==> src/rtl/core/qfr_pkg.sv <==
// qfr_pkg: shared constants, control word types and microprogram for the quadratic form rate block
package qfr_pkg;

   // matrix size limit and derived widths
   localparam int MAX_DIM   = 16;
   localparam int IDX_W     = (MAX_DIM > 1) ? $clog2(MAX_DIM) : 1;
   localparam int CNT_W     = $clog2(MAX_DIM + 1);
   localparam int MAT_DEPTH = MAX_DIM * MAX_DIM;
   localparam int MAT_AW    = (MAT_DEPTH > 1) ? $clog2(MAT_DEPTH) : 1;

   // fixed field widths
   localparam int DATA_W = 32;
   localparam int FRAC_W = 16;
   localparam int DIM_W  = 5;
   localparam int POS_W  = 4;
   localparam int ACC_W  = 64;
   localparam int MUL_W  = DATA_W + 1;
   localparam int PROD_W = 96;
   localparam int TQ_W   = PROD_W - FRAC_W;

   // configuration port
   localparam int CSR_AW = 3;
   localparam int CSR_DW = 32;
   localparam logic [DIM_W-1:0] DIM_RESET = DIM_W'(16);

   typedef enum logic {
      REG_DIM,
      REG_ALPHA
   } reg_idx_type;

   // item commands
   localparam logic CMD_ENTRY = 1'b0;
   localparam logic CMD_ELEM  = 1'b1;

   // saturation limits
   localparam logic [ACC_W-1:0] ACC_MAX = {1'b0, {(ACC_W-1){1'b1}}};
   localparam logic [ACC_W-1:0] ACC_MIN = {1'b1, {(ACC_W-1){1'b0}}};

   // multiplier operand selection and destination
   typedef enum logic [2:0] {
      MUL_NONE,
      MUL_P_VEC,
      MUL_P_SELF,
      MUL_LO_S,
      MUL_HI_S,
      MUL_LO_M,
      MUL_HI_M
   } mul_sel_type;

   // memory read issue
   typedef enum logic [1:0] {
      RD_NONE,
      RD_KJ,
      RD_JK
   } rd_sel_type;

   // sequencer jump kinds
   typedef enum logic [2:0] {
      JMP_NEXT,
      JMP_WAIT,
      JMP_LOOP,
      JMP_ELEM,
      JMP_EMIT
   } jmp_type;

   // microprogram steps
   typedef enum logic [3:0] {
      STEP_IDLE,
      STEP_L1,
      STEP_L2,
      STEP_L3,
      STEP_L4,
      STEP_L5,
      STEP_L6,
      STEP_L7,
      STEP_L8,
      STEP_D1,
      STEP_D2,
      STEP_D3,
      STEP_D4,
      STEP_D5,
      STEP_D6,
      STEP_OUT
   } step_type;

   typedef struct packed {
      mul_sel_type mul;
      logic        ld_s;
      rd_sel_type  rd;
      logic        comb;
      logic        trunc;
      logic        acc;
      logic        inc_j;
      jmp_type     jmp;
   } uword_type;

   typedef struct packed {
      logic start;
      logic k_zero;
      logic j_lt_k;
      logic elem_last;
   } status_type;

   // control store: one word per step
   function automatic uword_type ucode(step_type s);
      uword_type w;
      w = '{mul: MUL_NONE, ld_s: 1'b0, rd: RD_NONE, comb: 1'b0, trunc: 1'b0,
            acc: 1'b0, inc_j: 1'b0, jmp: JMP_NEXT};
      case (s)
         STEP_IDLE: begin
            w.rd  = RD_KJ;
            w.jmp = JMP_WAIT;
         end
         STEP_L1: begin
            w.mul  = MUL_P_VEC;
            w.ld_s = 1'b1;
            w.rd   = RD_JK;
         end
         STEP_L2: w.mul = MUL_LO_S;
         STEP_L3: w.mul = MUL_HI_S;
         STEP_L4: begin
            w.comb = 1'b1;
            w.mul  = MUL_LO_M;
         end
         STEP_L5: begin
            w.trunc = 1'b1;
            w.mul   = MUL_HI_M;
         end
         STEP_L6: begin
            w.acc   = 1'b1;
            w.comb  = 1'b1;
            w.inc_j = 1'b1;
         end
         STEP_L7: begin
            w.trunc = 1'b1;
            w.rd    = RD_KJ;
         end
         STEP_L8: begin
            w.acc = 1'b1;
            w.jmp = JMP_LOOP;
         end
         STEP_D1: begin
            w.mul  = MUL_P_SELF;
            w.ld_s = 1'b1;
         end
         STEP_D2: w.mul = MUL_LO_S;
         STEP_D3: w.mul = MUL_HI_S;
         STEP_D4: w.comb = 1'b1;
         STEP_D5: w.trunc = 1'b1;
         STEP_D6: begin
            w.acc = 1'b1;
            w.jmp = JMP_ELEM;
         end
         STEP_OUT: w.jmp = JMP_EMIT;
         default: w.jmp = JMP_WAIT;
      endcase
      return w;
   endfunction

endpackage

==> src/rtl/core/qfr_seq.sv <==
// qfr_seq: step counter, control store lookup and conditional jumps
module qfr_seq (
   input  logic                clock,
   input  logic                reset,
   input  qfr_pkg::status_type stat,
   input  logic                out_free,
   output qfr_pkg::uword_type  ctl
);
   import qfr_pkg::*;

   step_type  upc_ff;
   step_type  upc_in;
   uword_type word;

   // control word for the current step
   assign word = ucode(upc_ff);
   assign ctl  = word;

   // next step
   always_comb begin
      case (word.jmp)
         JMP_NEXT: upc_in = step_type'(upc_ff + 4'd1);
         JMP_WAIT: begin
            if (stat.start) begin
               upc_in = stat.k_zero ? STEP_D1 : STEP_L1;
            end else begin
               upc_in = STEP_IDLE;
            end
         end
         JMP_LOOP: upc_in = stat.j_lt_k ? STEP_L1 : STEP_D1;
         JMP_ELEM: upc_in = stat.elem_last ? STEP_OUT : STEP_IDLE;
         JMP_EMIT: upc_in = out_free ? STEP_IDLE : STEP_OUT;
         default:  upc_in = STEP_IDLE;
      endcase
   end

   always_ff @(posedge clock) begin
      if (reset) begin
         upc_ff <= STEP_IDLE;
      end else begin
         upc_ff <= upc_in;
      end
   end
endmodule

==> config.mk <==
export PLATFORM = sky130hd
export DESIGN_NAME = qfr_seq
export DESIGN_NICKNAME = d
export VERILOG_FILES = /design/src/rtl/core/qfr_pkg.sv /design/src/rtl/core/qfr_seq.sv
export SDC_FILE = /design/constraint.sdc
export NUM_CORES = 1
export LEC_CHECK = 0
export BUFFER_PORTS_ARGS = -buffer_cell sky130_fd_sc_hd__buf_4
export CAP_MARGIN = 20
export CORE_AREA = 2 2 39 41
export CTS_CLUSTER_SIZE = 25
export DETAILED_ROUTE_END_ITERATION = 10
export DIE_AREA = 0 0 41 43
export SYNTH_ARGS = -nofsm -noshare
export SYNTH_HDL_FRONTEND = slang
export SYNTH_SLANG_ARGS = --single-unit
==> constraint.sdc <==
create_clock -name clock -period 2 [get_ports clock]
set_clock_uncertainty 0.1 [all_clocks]
set_input_delay 0.2 -clock clock [delete_from_list [all_inputs] [get_ports clock]]
set_output_delay 0.2 -clock clock [all_outputs]
set_load 0.02 [all_outputs]
==> results.cfg <==
[status]
outcome = completed

[timing]
worst_pin_slew_ns = 0.462
period_share = 0.918
grt_setup_unrepaired = false
timing_max_transition_violations_final = 0
fin_crit_ns = 1.84
setup-tns-final_ns = 0
setup-violations-final = 0
final_hold_viol_count = 0
worst_slew_slack_as_a_fraction_of_its_limit = 0.692
maximum_clock_frequency_mhz = 545

[power]
vdd_ir_drop_max_v = 0.000330
pwr_density_cell_nw_per_um2 = 642
leakagePower_nw = 0.307

[setup_path]
critical_path_cell_list = inv_1, ha_1, nand2_1, nor2_1, a21o_1, buf_4
crit_fanout = 8
worst_setup_path_start_kind = register
worst_path_max_delay_cell = dfxtp_1
crit_type = reg2out
worst_path_largest_cell_delay_ns = 0.33
wp_data_arrival_ns = 1.54
cp_data_required_time_ns = 1.70
r2r.worst_path.cells = 6
critPathCaptureType = output port

[grt]
grt_pass1_wl_mm = 2.04
grt_util_all_layers = 0.173
antenna_violations_before_repair = 0
first_global_vias = 481
grt_start_max_net_pins = 12
grt_overflow_total = 0

[clock_network]
cts_buffers = 3
tritoncts = yes
clkTransAtPathRegs_ns = 0.04
postCtsResizedCells = 0
cts.hold.buffers_added = 0
cts_setup_buffers = 0
cts.path.max_buffers = 2
cts-root-buf = clkbuf_4
htree_levels = 1
worstSkewPairLatency_ns = 0.23
numClockSinks = 4

[finish]
syn2layout_area_growth_pct = 35.2
largest_register_ff_count = 4
finalNetCount = 97
n_antenna_cell = 0
most-common-layout-cells = buf_4 (21), nand2_1 (9), a21oi_1 (8), o21ai_0 (5)
drive_gt1_frac = 0.369
fin_util = 0.462
layout_commonest_cell = buf_4
regMostFlops = upc_ff
final_design_area_no_fill_um2 = 639
reg_top3 = upc_ff: 4 flops

[logic_synthesis]
yosysSeqAreaShare = 0.169
syn_area_per_cell_um2 = 7.28
postSynthRegisterBits = 4
synth_area_um2 = 473
syn_inst = 65
mappedNetlistNets = 76
synth.distinct_cells = 28
ys.warnings.count = 0

[floorplan]
die-height_um = 43
std_cell_rows = 14
die_area_um2 = 1760
initial_core_util = 0.342
design.core.area_um2 = 1380
io-pin-count = 20
horizontal_die_dimension_um = 41

[routing]
antenna_left = 0
totalWireLength_mm = 1.19
drc = 0
drtPass1Iterations = 4
via_count = 519
detail_route.vias_per_cell = 5.19
detail_route.wl_per_cell_um = 11.9
dr.first_iter.drc_count = 3

[min_path]
min-delay-path-class = in2reg
timing.hold.worst_path_depth = 3

[place]
gp_congestion = 0.721
hpwl_um = 926
place_area_um2 = 617
port_buffer_cells = 19

[flow_run]
maxCapViolCount = 0
## routing by layer
layer,part of all wire,track usage,wire length (um),vias to the layer above
met5,0,0,0,-
met4,0,0.100,0,0
met3,0.048,0.0314,57,0
met2,0.48,0.250,577,16
met1,0.47,0.229,556,242
li1,-,-,-,261
## per-stage QoR
stage	power [W]	hold slack (ns)	instances	worst slack [ns]
2_1_floorplan	0.000238	0.289	65	0.400
3_3_place_gp	0.000311	0.394	97	0.426
3_5_place_dp	0.000315	0.399	97	0.337
4_1_cts	0.000419	0.148	100	0.139
5_1_grt	0.000451	0.157	100	0.0455
6_report	0.000410	0.157	100	0.164
## logic make-up (layout without fill, tap and decap cells)
group,count (synthesis),count (layout),share of synthesized area
fa+ha+maj,4,4,0.106
simple gates,25,25,0.280
flops,4,4,0.169
xor+xnor,2,2,0.0370
compound gates,21,21,0.304
buf+inv,9,28,0.103
## final cells by class
| cell class | count | area, um2 |
|---|---|---|
| clock buffers | 3 | 22.5 |
| fillers | 158 | 744 |
| inverters | 4 | 15.0 |
| multi-input cells | 52 | 344 |
| flip-flops and latches | 4 | 80.1 |
| well taps | 16 | 20.0 |
| repair buffers | 21 | 158 |
## power by group
| group | internal [W] | leakage (nW) | total [W] | switching (W) |
|---|---|---|---|---|
| clock network | 0.0000669 | 0.0138 | 0.0000966 | 0.0000298 |
| logic | 0.0000932 | 0.261 | 0.000216 | 0.000123 |
| registers | 0.0000878 | 0.0327 | 0.0000980 | 0.0000101 |
## cell usage after synthesis (all sizes together)
cell    count  area share
a211oi      1       0.016
o22a        1       0.021
or2         1       0.019
inv         4       0.032
nor2        4       0.032
nand2b      2       0.026
nand3       2       0.021
xnor2       1       0.019
buf         5       0.071
a21oi       8       0.085
nand3b      1       0.016
a41o        1       0.024
a31oi       2       0.058
xor2        1       0.019
dfxtp       4        0.17
and2        1       0.013
and3        1       0.016
nand2       9       0.071
nor3b       1       0.026
ha          4        0.11
nor2b       3       0.040
o211ai      2       0.032
a21o        1       0.016
o21ai       5       0.053
## worst max-delay path, delay by kind of cell (launching register included)
family	cells	cell delay, ns
fa+ha+maj	1	0.33
buf+inv	2	0.23
simple gates	2	0.31
compound gates	1	0.11
flops	1	0.33
## final timing paths
kind	from	to	slack (ns)
worst max-delay path	upc_ff[0]	ctl[6]	0.16
worst min-delay path	reset	upc_ff[2]	0.16
worst max register to register	upc_ff[0]	upc_ff[3]	0.35
worst min register to register	upc_ff[0]	upc_ff[0]	0.58
(Power assumes the default switching activity.)
